<file path="config.mk">
export PLATFORM = sky130hd
export DESIGN_NAME = utf8_to_utf16_decoder
export DESIGN_NICKNAME = d
export VERILOG_FILES = /design/src/rtl/u8u16_pkg.sv /design/src/rtl/u8u16_decode.sv /design/src/rtl/u8u16_out.sv /design/src/rtl/utf8_to_utf16_decoder.sv
export VERILOG_INCLUDE_DIRS = /design/src /design/src/rtl
export SDC_FILE = /design/constraint.sdc
export NUM_CORES = 1
export LEC_CHECK = 0
export BUFFER_PORTS_ARGS = -buffer_cell sky130_fd_sc_hd__buf_4
export CORE_UTILIZATION = 58
export DETAILED_ROUTE_END_ITERATION = 12
export HOLD_SLACK_MARGIN = 0.15
export PLACE_DENSITY_LB_ADDON = 0.1
export RECOVER_POWER = 100
export SYNTH_ARGS = -nofsm -noshare
export SYNTH_HDL_FRONTEND = slang
export SYNTH_HIERARCHICAL = 1
export SYNTH_SLANG_ARGS = --single-unit
</file>
<file path="constraint.sdc">
create_clock -name i_clk -period 4.9 [get_ports i_clk]
set_clock_uncertainty 0.15 [all_clocks]
set_input_delay 0.735 -clock i_clk [delete_from_list [all_inputs] [get_ports i_clk]]
set_output_delay 0.735 -clock i_clk [all_outputs]
set_load 0.02 [all_outputs]
</file>
<file path="src/rtl/utf8_to_utf16_decoder_macros.svh">
// Assertion helpers shared by the decoder modules.
`ifndef UTF8_TO_UTF16_DECODER_MACROS_SVH
`define UTF8_TO_UTF16_DECODER_MACROS_SVH

`ifndef SYNTHESIS
// Same-cycle implication, checked outside reset.
`define U8U16_ASSERT(label, clk, rst_n, ante, cons) \
    label: assert property (@(posedge clk) disable iff (!rst_n) (ante) |-> (cons)) \
        else $error("u8u16 check failed");
// Next-cycle implication, checked outside reset.
`define U8U16_ASSERT_NEXT(label, clk, rst_n, ante, cons) \
    label: assert property (@(posedge clk) disable iff (!rst_n) (ante) |=> (cons)) \
        else $error("u8u16 check failed");
`else
`define U8U16_ASSERT(label, clk, rst_n, ante, cons)
`define U8U16_ASSERT_NEXT(label, clk, rst_n, ante, cons)
`endif

`endif

</file>
<file path="src/rtl/u8u16_pkg.sv">
package u8u16_pkg;

    localparam int BYTE_W = 8;
    localparam int UNIT_W = 16;

    // Results of one decoded byte: an optional code unit, then an optional terminator.
    typedef struct packed {
        logic              has_unit;
        logic [UNIT_W-1:0] unit;
        logic              has_end;
        logic [UNIT_W-1:0] count;
    } t_pair;

endpackage

</file>
<file path="src/rtl/u8u16_decode.sv">
`include "utf8_to_utf16_decoder_macros.svh"

module u8u16_decode #(
    parameter int COUNT_BITS = 16
) (
    input  logic                              i_clk,
    input  logic                              i_rst_n,
    input  logic                              i_cfg_valid,
    input  logic [u8u16_pkg::UNIT_W-1:0]      i_cfg_data,
    input  logic                              i_in_valid,
    output logic                              o_in_ready,
    input  logic [u8u16_pkg::BYTE_W-1:0]      i_in_byte,
    input  logic                              i_in_last,
    output logic                              o_pair_valid,
    input  logic                              i_pair_ready,
    output u8u16_pkg::t_pair                  o_pair
);
    import u8u16_pkg::*;

    localparam int CMP_W = (COUNT_BITS > UNIT_W) ? COUNT_BITS : UNIT_W;

    localparam logic [1:0] NEED_NONE = 2'd0;
    localparam logic [1:0] NEED_ONE  = 2'd1;
    localparam logic [1:0] NEED_TWO  = 2'd2;

    logic [UNIT_W-1:0]     r_limit;
    logic                  r_in_v;
    logic [BYTE_W-1:0]     r_in_byte;
    logic                  r_in_last;
    logic [1:0]            r_need;
    logic [9:0]            r_part;
    logic [COUNT_BITS-1:0] r_pos;
    logic [COUNT_BITS-1:0] r_units;

    logic [1:0]            n_need;
    logic [9:0]            n_part;
    logic [COUNT_BITS-1:0] n_pos;
    logic [COUNT_BITS-1:0] n_units;
    logic                  have_unit;
    logic [UNIT_W-1:0]     unit;
    logic [UNIT_W-1:0]     acc;
    logic                  is_cont;
    logic                  below_limit;
    logic                  consume;
    logic                  has_result;

    // Decode the registered byte against the pending sequence.
    always_comb begin
        is_cont     = (r_need != NEED_NONE) && (r_in_byte[7:6] == 2'b10);
        acc         = {r_part, r_in_byte[5:0]};
        below_limit = CMP_W'(r_pos) < CMP_W'(r_limit);
        have_unit   = 1'b0;
        unit        = '0;
        n_need      = NEED_NONE;
        n_part      = '0;
        if (is_cont) begin
            if (r_need == NEED_ONE) begin
                unit      = acc;
                have_unit = 1'b1;
            end else begin
                n_need = NEED_ONE;
                n_part = acc[9:0];
            end
        end else if (below_limit) begin
            if (!r_in_byte[7]) begin
                unit      = {8'd0, r_in_byte};
                have_unit = 1'b1;
            end else if (r_in_byte[7:5] == 3'b110) begin
                n_need = NEED_ONE;
                n_part = {5'd0, r_in_byte[4:0]};
            end else if (r_in_byte[7:4] == 4'b1110) begin
                n_need = NEED_TWO;
                n_part = {6'd0, r_in_byte[3:0]};
            end
        end
        n_pos   = (r_pos != '1) ? r_pos + 1'b1 : r_pos;
        n_units = (have_unit && (r_units != '1)) ? r_units + 1'b1 : r_units;
    end

    // Handshake toward the output stage; bytes without results drain freely.
    assign has_result   = have_unit || r_in_last;
    assign consume      = r_in_v && (i_pair_ready || !has_result);
    assign o_in_ready   = !r_in_v || consume;
    assign o_pair_valid = r_in_v && has_result;

    always_comb begin
        o_pair.has_unit = have_unit;
        o_pair.unit     = unit;
        o_pair.has_end  = r_in_last;
        o_pair.count    = UNIT_W'(n_units);
    end

    // Input word register, byte limit and stream state.
    always_ff @(posedge i_clk) begin
        if (!i_rst_n) begin
            r_limit <= '1;
            r_in_v  <= 1'b0;
            r_need  <= NEED_NONE;
            r_part  <= '0;
            r_pos   <= '0;
            r_units <= '0;
        end else begin
            if (i_cfg_valid) begin
                r_limit <= i_cfg_data;
            end
            if (o_in_ready) begin
                r_in_v <= i_in_valid;
            end
            if (consume) begin
                if (r_in_last) begin
                    r_need  <= NEED_NONE;
                    r_part  <= '0;
                    r_pos   <= '0;
                    r_units <= '0;
                end else begin
                    r_need  <= n_need;
                    r_part  <= n_part;
                    r_pos   <= n_pos;
                    r_units <= n_units;
                end
            end
        end
    end

    always_ff @(posedge i_clk) begin
        if (o_in_ready) begin
            r_in_byte <= i_in_byte;
            r_in_last <= i_in_last;
        end
    end

    `U8U16_ASSERT(a_need_range, i_clk, i_rst_n, 1'b1, r_need != 2'd3)
    `U8U16_ASSERT_NEXT(a_clear_on_last, i_clk, i_rst_n, consume && r_in_last,
        (r_pos == '0) && (r_units == '0) && (r_need == NEED_NONE))

endmodule

</file>
<file path="src/rtl/u8u16_out.sv">
`include "utf8_to_utf16_decoder_macros.svh"

module u8u16_out (
    input  logic                          i_clk,
    input  logic                          i_rst_n,
    input  logic                          i_pair_valid,
    output logic                          o_pair_ready,
    input  u8u16_pkg::t_pair              i_pair,
    output logic                          o_valid,
    input  logic                          i_ready,
    output logic [2*u8u16_pkg::UNIT_W-1:0] o_data,
    output logic                          o_last
);
    import u8u16_pkg::*;

    logic              r_pv;
    logic              r_unit_p;
    logic              r_end_p;
    logic [UNIT_W-1:0] r_unit;
    logic [UNIT_W-1:0] r_count;
    logic              take;
    logic              both;
    logic              done;

    // The code unit goes out first; the terminator follows when present.
    assign both         = r_unit_p && r_end_p;
    assign take         = r_pv && i_ready;
    assign done         = take && !both;
    assign o_pair_ready = !r_pv || done;
    assign o_valid      = r_pv;
    assign o_last       = !r_unit_p;
    assign o_data       = r_unit_p ? {{UNIT_W{1'b0}}, r_unit} : {r_count, {UNIT_W{1'b0}}};

    // Result register with its pending flags.
    always_ff @(posedge i_clk) begin
        if (!i_rst_n) begin
            r_pv     <= 1'b0;
            r_unit_p <= 1'b0;
            r_end_p  <= 1'b0;
        end else if (i_pair_valid && o_pair_ready) begin
            r_pv     <= 1'b1;
            r_unit_p <= i_pair.has_unit;
            r_end_p  <= i_pair.has_end;
        end else if (take) begin
            if (both) begin
                r_unit_p <= 1'b0;
            end else begin
                r_pv <= 1'b0;
            end
        end
    end

    always_ff @(posedge i_clk) begin
        if (i_pair_valid && o_pair_ready) begin
            r_unit  <= i_pair.unit;
            r_count <= i_pair.count;
        end
    end

    `U8U16_ASSERT(a_pending, i_clk, i_rst_n, r_pv, r_unit_p || r_end_p)
    `U8U16_ASSERT_NEXT(a_end_follows, i_clk, i_rst_n, take && both,
        r_pv && !r_unit_p && r_end_p)

endmodule

</file>
<file path="src/rtl/utf8_to_utf16_decoder.sv">
// Path: input word register, combinational decode, then the result register.
// Throughput: one byte per cycle unless the output stalls; a final byte that ends
// a character yields two words, since that register sends unit then terminator.
// Reset: i_rst_n is synchronous, active low; it clears the stream state and
// sets the byte limit to 65535.
module utf8_to_utf16_decoder #(
    parameter int COUNT_BITS = 16
) (
    input  logic        i_clk,
    input  logic        i_rst_n,
    input  logic        i_cfg_valid,
    output logic        o_cfg_ready,
    input  logic [15:0] i_cfg_data,      // byte_limit
    input  logic        i_s_axis_tvalid,
    output logic        o_s_axis_tready,
    input  logic [7:0]  i_s_axis_tdata,  // in_byte
    input  logic        i_s_axis_tlast,  // last
    output logic        o_m_axis_tvalid,
    input  logic        i_m_axis_tready,
    output logic [31:0] o_m_axis_tdata,  // code_unit [15:0], char_count [31:16]
    output logic        o_m_axis_tlast   // is_end
);
    import u8u16_pkg::*;

    t_pair pair;
    logic  pair_valid;
    logic  pair_ready;

    // The limit register takes a word in any cycle.
    assign o_cfg_ready = 1'b1;

    u8u16_decode #(
        .COUNT_BITS (COUNT_BITS)
    ) u_decode (
        .i_clk        (i_clk),
        .i_rst_n      (i_rst_n),
        .i_cfg_valid  (i_cfg_valid),
        .i_cfg_data   (i_cfg_data),
        .i_in_valid   (i_s_axis_tvalid),
        .o_in_ready   (o_s_axis_tready),
        .i_in_byte    (i_s_axis_tdata),
        .i_in_last    (i_s_axis_tlast),
        .o_pair_valid (pair_valid),
        .i_pair_ready (pair_ready),
        .o_pair       (pair)
    );

    u8u16_out u_out (
        .i_clk        (i_clk),
        .i_rst_n      (i_rst_n),
        .i_pair_valid (pair_valid),
        .o_pair_ready (pair_ready),
        .i_pair       (pair),
        .o_valid      (o_m_axis_tvalid),
        .i_ready      (i_m_axis_tready),
        .o_data       (o_m_axis_tdata),
        .o_last       (o_m_axis_tlast)
    );

endmodule

</file>
==> results of run 1 <==
## registers in the layout (all words and copies together), names as in the netlist, 2 cells and up
register / cells
u_decode/r_limit: 16
u_decode/r_part: 10
u_out/r_count: 16
u_decode/r_in_byte: 8
u_decode/r_need: 2
u_out/r_unit: 16
u_decode/r_pos: 16
u_decode/r_units: 16
## power by group through the flow
stage	sequential, mW	combinational (mW)	clock (mW)
floorplan	0.959	0.104	0
global placement	0.969	0.142	0
detailed placement	0.969	0.146	0
CTS	0.950	0.147	0.493
global route	0.954	0.153	0.523
finish	0.950	0.136	0.481
## synth_stat cells, drive strengths merged (3+ instances only)
cell type   n  area share (%)
and3       10             1.2
nor2b      15             1.8
nor3        7            0.77
xnor2      11             1.8
nand3      27             2.6
and2b       3            0.43
ha         17             4.1
inv        33             2.4
nor3b       3            0.43
a22o        6             1.0
a41oi       3            0.50
nor2       14             1.1
and2       34             4.1
a21boi      9             1.3
a31oi      19             2.6
nor4        7            0.84
nor4b       3            0.62
nand2      49             3.5
buf        14             1.9
clkbuf     18             1.3
a21oi      22             2.2
o31ai       3            0.43
dfxtp      64              25
nand2b     10             1.2
edfxtp     41              24
o21ai      25             2.7
a31o        3            0.50
a21o        4            0.58
o211ai     25             3.6
xor2        6             1.0
nand4       7            0.84
## worst max-delay path, stage by stage, from the launching register on
cell and delay, ns:
dfxtp_1 0.32, inv_1 0.05, ha_1 0.32, nand4_1 0.21
a2111o_1 0.39, o32a_2 0.43, a31oi_4 0.40, inv_1 0.26
o21ai_0 0.25, or2_2 0.30, clkbuf_1 0.26
## layout make-up
cell class,count,share of cell area [%]
clock buffers,10,2.22
repair buffers,68,7.15
clock inverters,6,0.784
multi-input cells,370,41.6
well taps,108,2.35
flip-flops and latches,105,43.8
inverters,33,2.16
## cell families (layout without fill, tap and decap cells)
| kind of cell | Yosys count | in the layout | share of synthesized area [%] |
|---|---|---|---|
| AO/OA/AOI/OAI | 135 | 135 | 18.1 |
| XOR/XNOR | 17 | 17 | 2.85 |
| adder cells (fa/ha/maj) | 17 | 17 | 4.08 |
| buffers and inverters | 65 | 117 | 5.61 |
| flip-flops | 105 | 105 | 48.2 |
| multiplexers | 3 | 3 | 0.600 |
| other | 1 | 1 | 0.0719 |
| AND/OR/NAND/NOR | 197 | 197 | 20.5 |
## per-layer routing
metal,GRT usage [%],up-vias
li1,-,2042
met1,31.3,1860
met2,39.0,112
met3,5.35,13
met4,5.97,0
met5,0,-
## worst min path at each step
stage,from,to,slack [ns],cells past startpoint
floorplan,u_decode/r_part[6]$_SDFFE_PN0P_,u_decode/r_part[6]$_SDFFE_PN0P_,0.28,2
global placement,u_decode/r_part[5]$_SDFFE_PN0P_,u_decode/r_part[5]$_SDFFE_PN0P_,0.28,2
detailed placement,u_decode/r_part[8]$_SDFFE_PN0P_,u_decode/r_part[8]$_SDFFE_PN0P_,0.29,2
CTS,u_decode/r_part[8]$_SDFFE_PN0P_,u_decode/r_part[8]$_SDFFE_PN0P_,0.30,2
global route,u_decode/r_part[8]$_SDFFE_PN0P_,u_decode/r_part[8]$_SDFFE_PN0P_,0.33,2
finish,u_decode/r_part[8]$_SDFFE_PN0P_,u_decode/r_part[8]$_SDFFE_PN0P_,0.30,2
## through the flow
step | hold slack, ns | instances | total power [mW] | setup WS (ns) | area (um^2)
final | 0.302 | 700 | 1.57 | 0.456 | 5740
after global placement | 0.284 | 684 | 1.11 | 1.08 | 5700
after floorplan | 0.276 | 540 | 1.06 | 0.777 | 5220
after detailed placement | 0.290 | 684 | 1.12 | 0.945 | 5700
after global routing | 0.326 | 700 | 1.63 | 0.175 | 5740
after CTS | 0.304 | 700 | 1.59 | 0.537 | 5870
==> metrics.log, run 1 <==
[metrics] utilization after layout: between 60% and 70%
[metrics] area taken by multi-input logic gates: around 2400 um^2
[metrics] length of the first detailed-routing pass in iterations: 5
[metrics] most common library cell in the layout ignoring fill and taps: dfxtp_1
[metrics] flip-flop cell with the highest count after synthesis: dfxtp_1
[metrics] DIE HEIGHT: slightly below 100 um
[metrics] Worst setup EP type: primary output
[metrics] worst setup path startpoint: u_decode/r_limit[15]$_SDFFE_PN1P_
[metrics] number of synthesized flops with an enable pin: 41
[metrics] hpwl dp: between 7 and 8 mm
[metrics] routed length on met3: 527 um
[metrics] Setup crit start kind: flip-flop
[metrics] Max Root-Sink Buffers: 2
[metrics] buffers added on ports: 64
[metrics] NumNets Final: about 630
[metrics] growth of design area from synthesis to finish: 10.1%
[metrics] CTS clock-pin slew for the worst setup and hold paths: 0.10 ns
[metrics] R2R depth: 10
[metrics] number of clock sinks: 105
[metrics] count of endpoints failing hold in the final timing report: 0
[metrics] Layout fillers: about 760
[metrics] post-cts gate resize count: 0
[metrics] critical path fanouts, max: 16
[metrics] Slew headroom: -16.0%
[metrics] postcts setup bufs: 0
[metrics] number of buffers added by the clock tree synthesis step: 9
[metrics] number of failing setup endpoints in the final timing report: 0
[metrics] outcome: complete, but fails checks
[metrics] Std-Cell Core Area: between 8000 and 9000 um^2
[metrics] mean instance size in the synthesized netlist: a little under 10 um^2
[metrics] post-synthesis instance area: 5220 um^2
[metrics] via count: slightly above 4,000
[metrics] Root Buffer: clkbuf_8
[metrics] number of nets in the synthesized netlist: between 500 and 600
[metrics] met2 wirelength from detailed routing: about 5 mm
[metrics] path class of the lowest-slack min-delay path: flip-flop to flip-flop
[metrics] Via-to-Cell Ratio: about 5.8
[metrics] combinational cell fraction of total power: just under 9%
[metrics] number of H-tree branching levels: 3
[metrics] register bit count reported by yosys: about 110
[metrics] Setup Total Neg Slack: 0 ns
[metrics] share of synthesized registers carrying an async set or reset: 0%
[metrics] clock latency on the worst-skew pair: about 0.37 ns
[metrics] leading cell types in the layout, fill and taps excluded: dfxtp_1, nand2_1, edfxtp_1
[metrics] pin count of the biggest net entering global routing: 44
[metrics] wire length per cell after detailed routing: about 15 um
[metrics] vias in the first global route: around 4,000
[metrics] violated checks: capacitance limit, slew limit
[metrics] critical path class: flip-flop to primary output
[metrics] distinct cell type count of the synthesized netlist: 66
[metrics] Worst Max-Slew Pin Slew: between 1.5 and 2 ns
[metrics] antenna cell count: 0
[metrics] number of buffers added to fix hold violations after cts: 0
[metrics] final count of pins violating max slew: 44
[metrics] layout cell share with drive strength beyond 1: a little under an eighth
[metrics] global placer's final weighted congestion: between 0.8 and 0.9
[metrics] RSZ-0062 raised after global routing: no
[metrics] VDD IR max: approximately 0.00013 V
[metrics] Global Route Usage Sum: 23.6%
[metrics] internal power of the cells: roughly 1.2 mW
[metrics] Total Die Area: around 9400 um^2
[metrics] TritonCTS clock tree: yes
[metrics] final routed wirelength across all metal layers: between 10 and 15 mm
[metrics] # Max-Cap Violations: 2
[metrics] start of the worst register-to-register path: u_decode/r_limit[15]$_SDFFE_PN1P_
[metrics] sequential cell fraction of total power: between 60 and 70%
[metrics] Critical Path End: o_s_axis_tready
[metrics] proportion of synthesized chip area in sequential cells: approximately 48%
[metrics] switching fraction of total power: around a quarter
[metrics] number of antenna violations at the first check in global routing: 0
[metrics] pwr/cell area: between 200 and 300 nW/um^2
[metrics] leak pwr: roughly 2.3 nW
[metrics] critical path arrival: around 3.6 ns
[metrics] number of synthesis warnings: 6
[metrics] Gate Count Post-Synth: 540
[metrics] number of top-level pins: 66
[metrics] worst reg2reg endpoint: u_decode/r_units[0]$_SDFFE_PN0P_
[metrics] Max Used Layer: met4
[metrics] drt drc: 0
[metrics] first-iteration detailed-routing DRC count: ~230
[metrics] net switching power figure: around 0.40 mW
[metrics] Final Cycle Share: 90.7%
[metrics] post-route met1 wirelength: about 5.0 mm
[metrics] starting density of the core: 59.8%
[metrics] Antenna Nets Post-Route: 0
[metrics] width of the die: 96.8 um
[metrics] Crit path required time: roughly 4.0 ns
[metrics] internal reg-to-reg setup slack: between 0.6 and 0.7 ns
[metrics] global-route wire length before repair: roughly 18 mm
[metrics] maximum frequency from static timing analysis: approximately 230 MHz
[metrics] post-layout min period: between 4 and 5 ns
[metrics] clock network fraction of design power: between 30% and 40%
[metrics] Storage cell area: approximately 2500 um^2
[metrics] Cell Rows: 34
[metrics] total overflow reported by the global router: 0
No activity file was read; power rests on OpenSTA's default activity.
==> run 2: changes to the inputs <==
--- a/config.mk
+++ b/config.mk
@@ -9,6 +9,7 @@
 export BUFFER_PORTS_ARGS = -buffer_cell sky130_fd_sc_hd__buf_4
 export CORE_UTILIZATION = 58
 export DETAILED_ROUTE_END_ITERATION = 12
+export GPL_TIMING_DRIVEN = 0
 export HOLD_SLACK_MARGIN = 0.15
 export PLACE_DENSITY_LB_ADDON = 0.1
 export RECOVER_POWER = 100
==> metrics.log, run 2 (same netlist as run 1, synthesis figures left out) <==
[metrics] layout cell share with drive strength beyond 1: 12.6%
[metrics] switching fraction of total power: 26.0%
[metrics] count of endpoints failing hold in the final timing report: 0
[metrics] net switching power figure: about 0.41 mW
[metrics] number of top-level pins: 66
[metrics] critical path fanouts, max: 11
[metrics] critical path arrival: about 3.5 ns
[metrics] post-cts gate resize count: 0
[metrics] utilization after layout: 67.8%
[metrics] post-layout min period: ~4.4 ns
[metrics] growth of design area from synthesis to finish: 13.3%
[metrics] leak pwr: between 2 and 2.5 nW
[metrics] final routed wirelength across all metal layers: roughly 11 mm
[metrics] number of failing setup endpoints in the final timing report: 0
[metrics] first-iteration detailed-routing DRC count: approximately 180
[metrics] starting density of the core: approximately 60%
[metrics] Setup Total Neg Slack: 0 ns
[metrics] maximum frequency from static timing analysis: approximately 230 MHz
[metrics] number of H-tree branching levels: 3
[metrics] critical path class: flip-flop to primary output
[metrics] gate family responsible for the most delay along the worst path: compound AO/OA/AOI/OAI gates
[metrics] dpl cell area: roughly 5900 um^2
[metrics] via count: 4,224
[metrics] Std-Cell Core Area: 8720 um^2
[metrics] Slew headroom: 3.96%
[metrics] critical path, cell by cell: inv_1 > ha_1 > nand4_1 > a2111o_1 > o32a_2 > a31oi_4 > inv_1 > buf_6 > o21ai_0 > or2_2 > clkbuf_1
[metrics] pin count of the biggest net entering global routing: 21
[metrics] Crit path required time: 4.01 ns
[metrics] Root Buffer: clkbuf_8
[metrics] global placer's final weighted congestion: around 0.9
[metrics] TritonCTS clock tree: yes
[metrics] RSZ-0062 raised after global routing: no
[metrics] buffers added on ports: 64
[metrics] Global Route Usage Sum: between 20% and 30%
[metrics] antenna cell count: 0
[metrics] clock latency on the worst-skew pair: around 0.38 ns
[metrics] Max Root-Sink Buffers: 2
[metrics] internal power of the cells: 1.18 mW
[metrics] vias in the first global route: 4,011
[metrics] Worst setup EP type: primary output
[metrics] number of buffers added by the clock tree synthesis step: 9
[metrics] Layout fillers: around 750
[metrics] Final Cycle Share: roughly nine tenths
[metrics] length of the first detailed-routing pass in iterations: 4
[metrics] Worst Max-Slew Pin Slew: ~1.4 ns
[metrics] cell with the largest stage delay on the worst path: o32a_2
[metrics] CTS clock-pin slew for the worst setup and hold paths: about 0.10 ns
[metrics] number of clock sinks: between 100 and 150
[metrics] most common library cell in the layout ignoring fill and taps: dfxtp_1
[metrics] final count of pins violating max slew: 0
[metrics] pwr/cell area: roughly 270 nW/um^2
[metrics] Total Die Area: roughly 9400 um^2
[metrics] hpwl dp: 8.19 mm
[metrics] clock network fraction of design power: 30.9%
[metrics] postcts setup bufs: 0
[metrics] crit path buf inv count: 4
[metrics] width of the die: 96.8 um
[metrics] sequential cell fraction of total power: 59.1%
[metrics] combinational cell fraction of total power: between 10% and 20%
[metrics] delay of the slowest critical-path stage: between 0.4 and 0.5 ns
[metrics] Total Power: roughly 1.6 mW
[metrics] Via-to-Cell Ratio: between 5 and 6
[metrics] global-route wire length before repair: about 19 mm
[metrics] post-route cell area: 5910 um^2
[metrics] number of buffers added to fix hold violations after cts: 0
[metrics] drt drc: 0
[metrics] outcome: completed
[metrics] path class of the lowest-slack min-delay path: flip-flop to flip-flop
[metrics] Cell Rows: 34
[metrics] DIE HEIGHT: 96.8 um
[metrics] NumNets Final: 663
[metrics] VDD IR max: around 0.00013 V
[metrics] # Max-Cap Violations: 0
[metrics] Setup crit start kind: flip-flop
[metrics] post-route worst hold slack: approximately 0.31 ns
[metrics] Antenna Nets Post-Route: 0
[metrics] number of antenna violations at the first check in global routing: 0
[metrics] total overflow reported by the global router: 0
[metrics] wire length per cell after detailed routing: 15.4 um
[metrics] CP most frequent cell: inv_1
[metrics] leading cell types in the layout, fill and taps excluded: dfxtp_1, nand2_1, clkbuf_1
[run 2: cell count changes in the layout (fill, tap and decap cells not counted), sizes merged]
cell	delta
clkbuf	+18
buf	+10
clkinvlp	-1
inv	+2
[run 2: area by class of cell]
cell class / count / area (um^2) / share of cell area, %
multi-input combinational: 370 / 2380 / 40.3
tap: 108 / 135 / 2.29
timing repair buffer: 65 / 429 / 7.26
clock buffer: 9 / 124 / 2.10
buffer: 32 / 149 / 2.52
clock inverter: 7 / 52.6 / 0.889
inverter: 33 / 124 / 2.10
sequential: 105 / 2510 / 42.5
[run 2: worst register-to-register path, cell delays in order, from the launching register on]
cell	delay [ns]
dfxtp_1	0.32
inv_1	0.05
ha_1	0.33
nand4_1	0.18
nor3_1	0.09
nor4_1	0.61
a31oi_4	0.24
inv_1	0.14
buf_6	0.15
o21ai_0	0.12
inv_1	0.13
inv_1	0.09
a21oi_1	1.09
buf_16	0.25
[run 2: power groups by stage]
stage                     clock (mW)  sequential, mW  combinational, mW
final                          0.492           0.942              0.159
after global routing           0.536           0.944              0.175
after CTS                      0.505           0.942              0.171
after detailed placement           0           0.961              0.170
after global placement             0           0.962              0.161
after floorplan                    0           0.959              0.104
[run 2: path summary, 6_finish.rpt]
| path | to | from | slack, ns | cells after the start |
|---|---|---|---|---|
| min | u_decode/r_part[9]$_SDFFE_PN0P_ | u_decode/r_part[9]$_SDFFE_PN0P_ | 0.31 | 2 |
| max reg2reg | u_out/r_count[11]$_DFFE_PP_ | u_decode/r_limit[15]$_SDFFE_PN1P_ | 0.68 | 13 |
| max | o_s_axis_tready | u_decode/r_limit[15]$_SDFFE_PN1P_ | 0.50 | 11 |
| min reg2reg | u_decode/r_part[9]$_SDFFE_PN0P_ | u_decode/r_part[9]$_SDFFE_PN0P_ | 0.31 | 2 |
[run 2: metrics by stage]
step / std cells / setup slack, ns
floorplan: 540 / 0.777
global placement: 712 / -0.253
detailed placement: 713 / 1.02
CTS: 729 / 0.539
global route: 729 / 0.316
finish: 729 / 0.505
[run 2: layer usage]
layer,up-vias,global-route usage (%),part of all wire [%]
met5,-,0,0
met4,0,8.04,1.3
met3,16,4.70,4.6
met2,112,41.8,48
met1,2004,32.3,46
li1,2092,-,-
==> run 3: changes to the inputs <==
--- a/config.mk
+++ b/config.mk
@@ -13,6 +13,8 @@
 export HOLD_SLACK_MARGIN = 0.15
 export PLACE_DENSITY_LB_ADDON = 0.1
 export RECOVER_POWER = 100
+export REMOVE_ABC_BUFFERS = 1
+export SKIP_CTS_REPAIR_TIMING = 1
 export SYNTH_ARGS = -nofsm -noshare
 export SYNTH_HDL_FRONTEND = slang
 export SYNTH_HIERARCHICAL = 1
==> metrics.log, run 3 (same netlist as run 1, synthesis figures left out) <==
[metrics] worst hold path startpoint: u_decode/r_part[9]$_SDFFE_PN0P_
[metrics] critical path, cell by cell: inv_1 > ha_1 > nand4_1 > a2111o_1 > o32a_2 > a31oi_4 > inv_2 > o21ai_0 > or2_2 > clkbuf_2
[metrics] internal power of the cells: 1.24 mW
[metrics] pwr/cell area: 284 nW/um^2
[metrics] hpwl dp: approximately 7.4 mm
[metrics] violated checks: capacitance limit, slew limit
[metrics] buffers added on ports: 64
[metrics] critical path fanouts, max: 16
[metrics] number of antenna violations at the first check in global routing: 0
[metrics] final count of pins violating max slew: 45
[metrics] path class of the lowest-slack min-delay path: flip-flop to flip-flop
[metrics] clock network fraction of design power: 33.6%
[metrics] Slew headroom: -26.0%
[metrics] pin count of the biggest net entering global routing: 44
[metrics] combinational cell fraction of total power: 8.4%
[metrics] delay of the slowest critical-path stage: 0.45 ns
[metrics] NumNets Final: between 600 and 700
[metrics] CTS clock-pin slew for the worst setup and hold paths: about 0.09 ns
[metrics] sequential cell fraction of total power: just under 60%
[metrics] wire length per cell after detailed routing: ~15 um
[metrics] internal reg-to-reg setup slack: between 0.4 and 0.5 ns
[metrics] Cell Rows: 34
[metrics] final routed wirelength across all metal layers: approximately 11 mm
[metrics] number of stages on the worst hold path: 2
[metrics] layout cell share with drive strength beyond 1: a little under an eighth
[metrics] number of clock sinks: approximately 110
[metrics] switching fraction of total power: around 24%
[metrics] critical path arrival: approximately 3.7 ns
[metrics] length of the first detailed-routing pass in iterations: 5
[metrics] Std-Cell Core Area: 8720 um^2
[metrics] most common library cell in the layout ignoring fill and taps: dfxtp_1
[metrics] growth of design area from synthesis to finish: 10.5%
[metrics] clock latency on the worst-skew pair: around 0.37 ns
[metrics] Setup crit start kind: flip-flop
[metrics] final instance count without filler cells: 697
[metrics] cell with the largest stage delay on the worst path: a31oi_4
[metrics] # Max-Cap Violations: 2
[metrics] post-layout min period: 4.58 ns
[metrics] outcome: complete, but fails checks
[metrics] Via-to-Cell Ratio: just under 6
[metrics] leak pwr: 2.29 nW
[metrics] Max Root-Sink Buffers: 2
[metrics] net switching power figure: about 0.4 mW
[metrics] Layout fillers: between 700 and 800
[metrics] total overflow reported by the global router: 0
[metrics] Worst setup EP type: primary output
[metrics] placed instance count: slightly below 700
[metrics] Worst Max-Slew Pin Slew: 1.89 ns
[metrics] antenna cell count: 0
[metrics] Total Die Area: 9380 um^2
[metrics] RSZ-0062 raised after global routing: no
[metrics] worst reg2reg endpoint: u_decode/r_pos[10]$_SDFFE_PN0P_
[metrics] width of the die: slightly below 100 um
[metrics] count of endpoints failing hold in the final timing report: 0
[metrics] maximum frequency from static timing analysis: between 200 and 250 MHz
[metrics] post-route worst hold slack: about 0.3 ns
[metrics] leading cell types in the layout, fill and taps excluded: dfxtp_1, nand2_1, edfxtp_1
[metrics] worst-case setup margin in the final layout: around 0.32 ns
[metrics] worst-case setup slack after placement: ~0.71 ns
[metrics] drt drc: 0
[metrics] Crit path required time: 4.01 ns
[metrics] number of H-tree branching levels: 3
[metrics] starting density of the core: between 50% and 60%
[metrics] global-route wire length before repair: 18.2 mm
[metrics] DIE HEIGHT: 96.8 um
[metrics] Antenna Nets Post-Route: 0
[metrics] Final Cycle Share: about 94%
[metrics] R2R depth: 9
[metrics] utilization after layout: roughly two thirds
[metrics] first-iteration detailed-routing DRC count: 189
[metrics] number of top-level pins: 66
[metrics] number of buffers added by the clock tree synthesis step: 9
[metrics] VDD IR max: 0.000150 V
[metrics] critical path class: flip-flop to primary output
[metrics] start of the worst register-to-register path: u_decode/r_limit[15]$_SDFFE_PN1P_
[metrics] Global Route Usage Sum: between 20% and 30%
[metrics] number of failing setup endpoints in the final timing report: 0
[metrics] TritonCTS clock tree: yes
[metrics] global placer's final weighted congestion: ~0.9
[metrics] Worst Hold Path EP: u_decode/r_part[9]$_SDFFE_PN0P_
[metrics] via count: approximately 4,000
[metrics] Root Buffer: clkbuf_8
[metrics] vias in the first global route: ~3,800
-- run 3: changes by cell type in the layout (fill, tap and decap cells not counted), sizes merged --
| cell | before | now |
|---|---|---|
| buf | 42 | 29 |
| bufinv | 0 | 1 |
| clkbuf | 64 | 47 |
| clkinv | 4 | 2 |
| inv | 35 | 34 |
-- run 3: stage by stage --
step | TNS (ns) | power [mW] | instance area [um^2]
CTS | 0 | 1.66 | 5910
global placement | -15.09 | 1.11 | 5660
detailed placement | 0 | 1.12 | 5710
finish | 0 | 1.64 | 5760
floorplan | 0 | 1.05 | 5050
global route | 0 | 1.70 | 5760
-- run 3: how the worst max path moves through the flow --
stage / start / to / cells after the start
global route: u_decode/r_limit[14]$_SDFFE_PN1P_ / o_s_axis_tready / 10
finish: u_decode/r_limit[15]$_SDFFE_PN1P_ / o_s_axis_tready / 10
detailed placement: u_decode/r_limit[15]$_SDFFE_PN1P_ / o_s_axis_tready / 10
global placement: u_decode/r_limit[14]$_SDFFE_PN1P_ / u_out/r_count[8]$_DFFE_PP_ / 11
CTS: u_decode/r_limit[15]$_SDFFE_PN1P_ / o_s_axis_tready / 10
floorplan: u_decode/r_limit[15]$_SDFFE_PN1P_ / u_out/r_count[0]$_DFFE_PP_ / 11
-- run 3: worst max-delay path: cells and delay by family, from the launching register on --
kind                       cells  cell delay, ns
buffers and inverters          3            0.50
DFF                            1            0.33
adders and majority gates      1            0.31
AOI/OAI and AO/OA              4            1.60
and+or+nand+nor                2            0.59
-- run 3: layout make-up --
| type | instances | area, um^2 | area share, % |
|---|---|---|---|
| Clock buffer | 11 | 141 | 2.45 |
| Sequential cell | 105 | 2510 | 43.6 |
| Inverter | 33 | 124 | 2.15 |
| Tap cell | 108 | 135 | 2.34 |
| Clock inverter | 5 | 63.8 | 1.11 |
| Multi-Input combinational cell | 370 | 2400 | 41.6 |
| Timing Repair Buffer | 65 | 389 | 6.75 |
-- run 3: power groups by stage --
stage	logic (mW)	clock network [mW]	registers, mW
global route	0.152	0.595	0.954
finish	0.137	0.550	0.949
CTS	0.150	0.563	0.949
global placement	0.140	0	0.969
detailed placement	0.149	0	0.969
floorplan	0.0835	0	0.963
-- run 3: per-layer routing --
layer / GRT usage, % / vias up / wire length [um]
li1: - / 2033 / -
met1: 31.1 / 1900 / 4790
met2: 39.7 / 115 / 5280
met3: 4.77 / 10 / 540
met4: 7.23 / 0 / 121
met5: 0 / - / 0
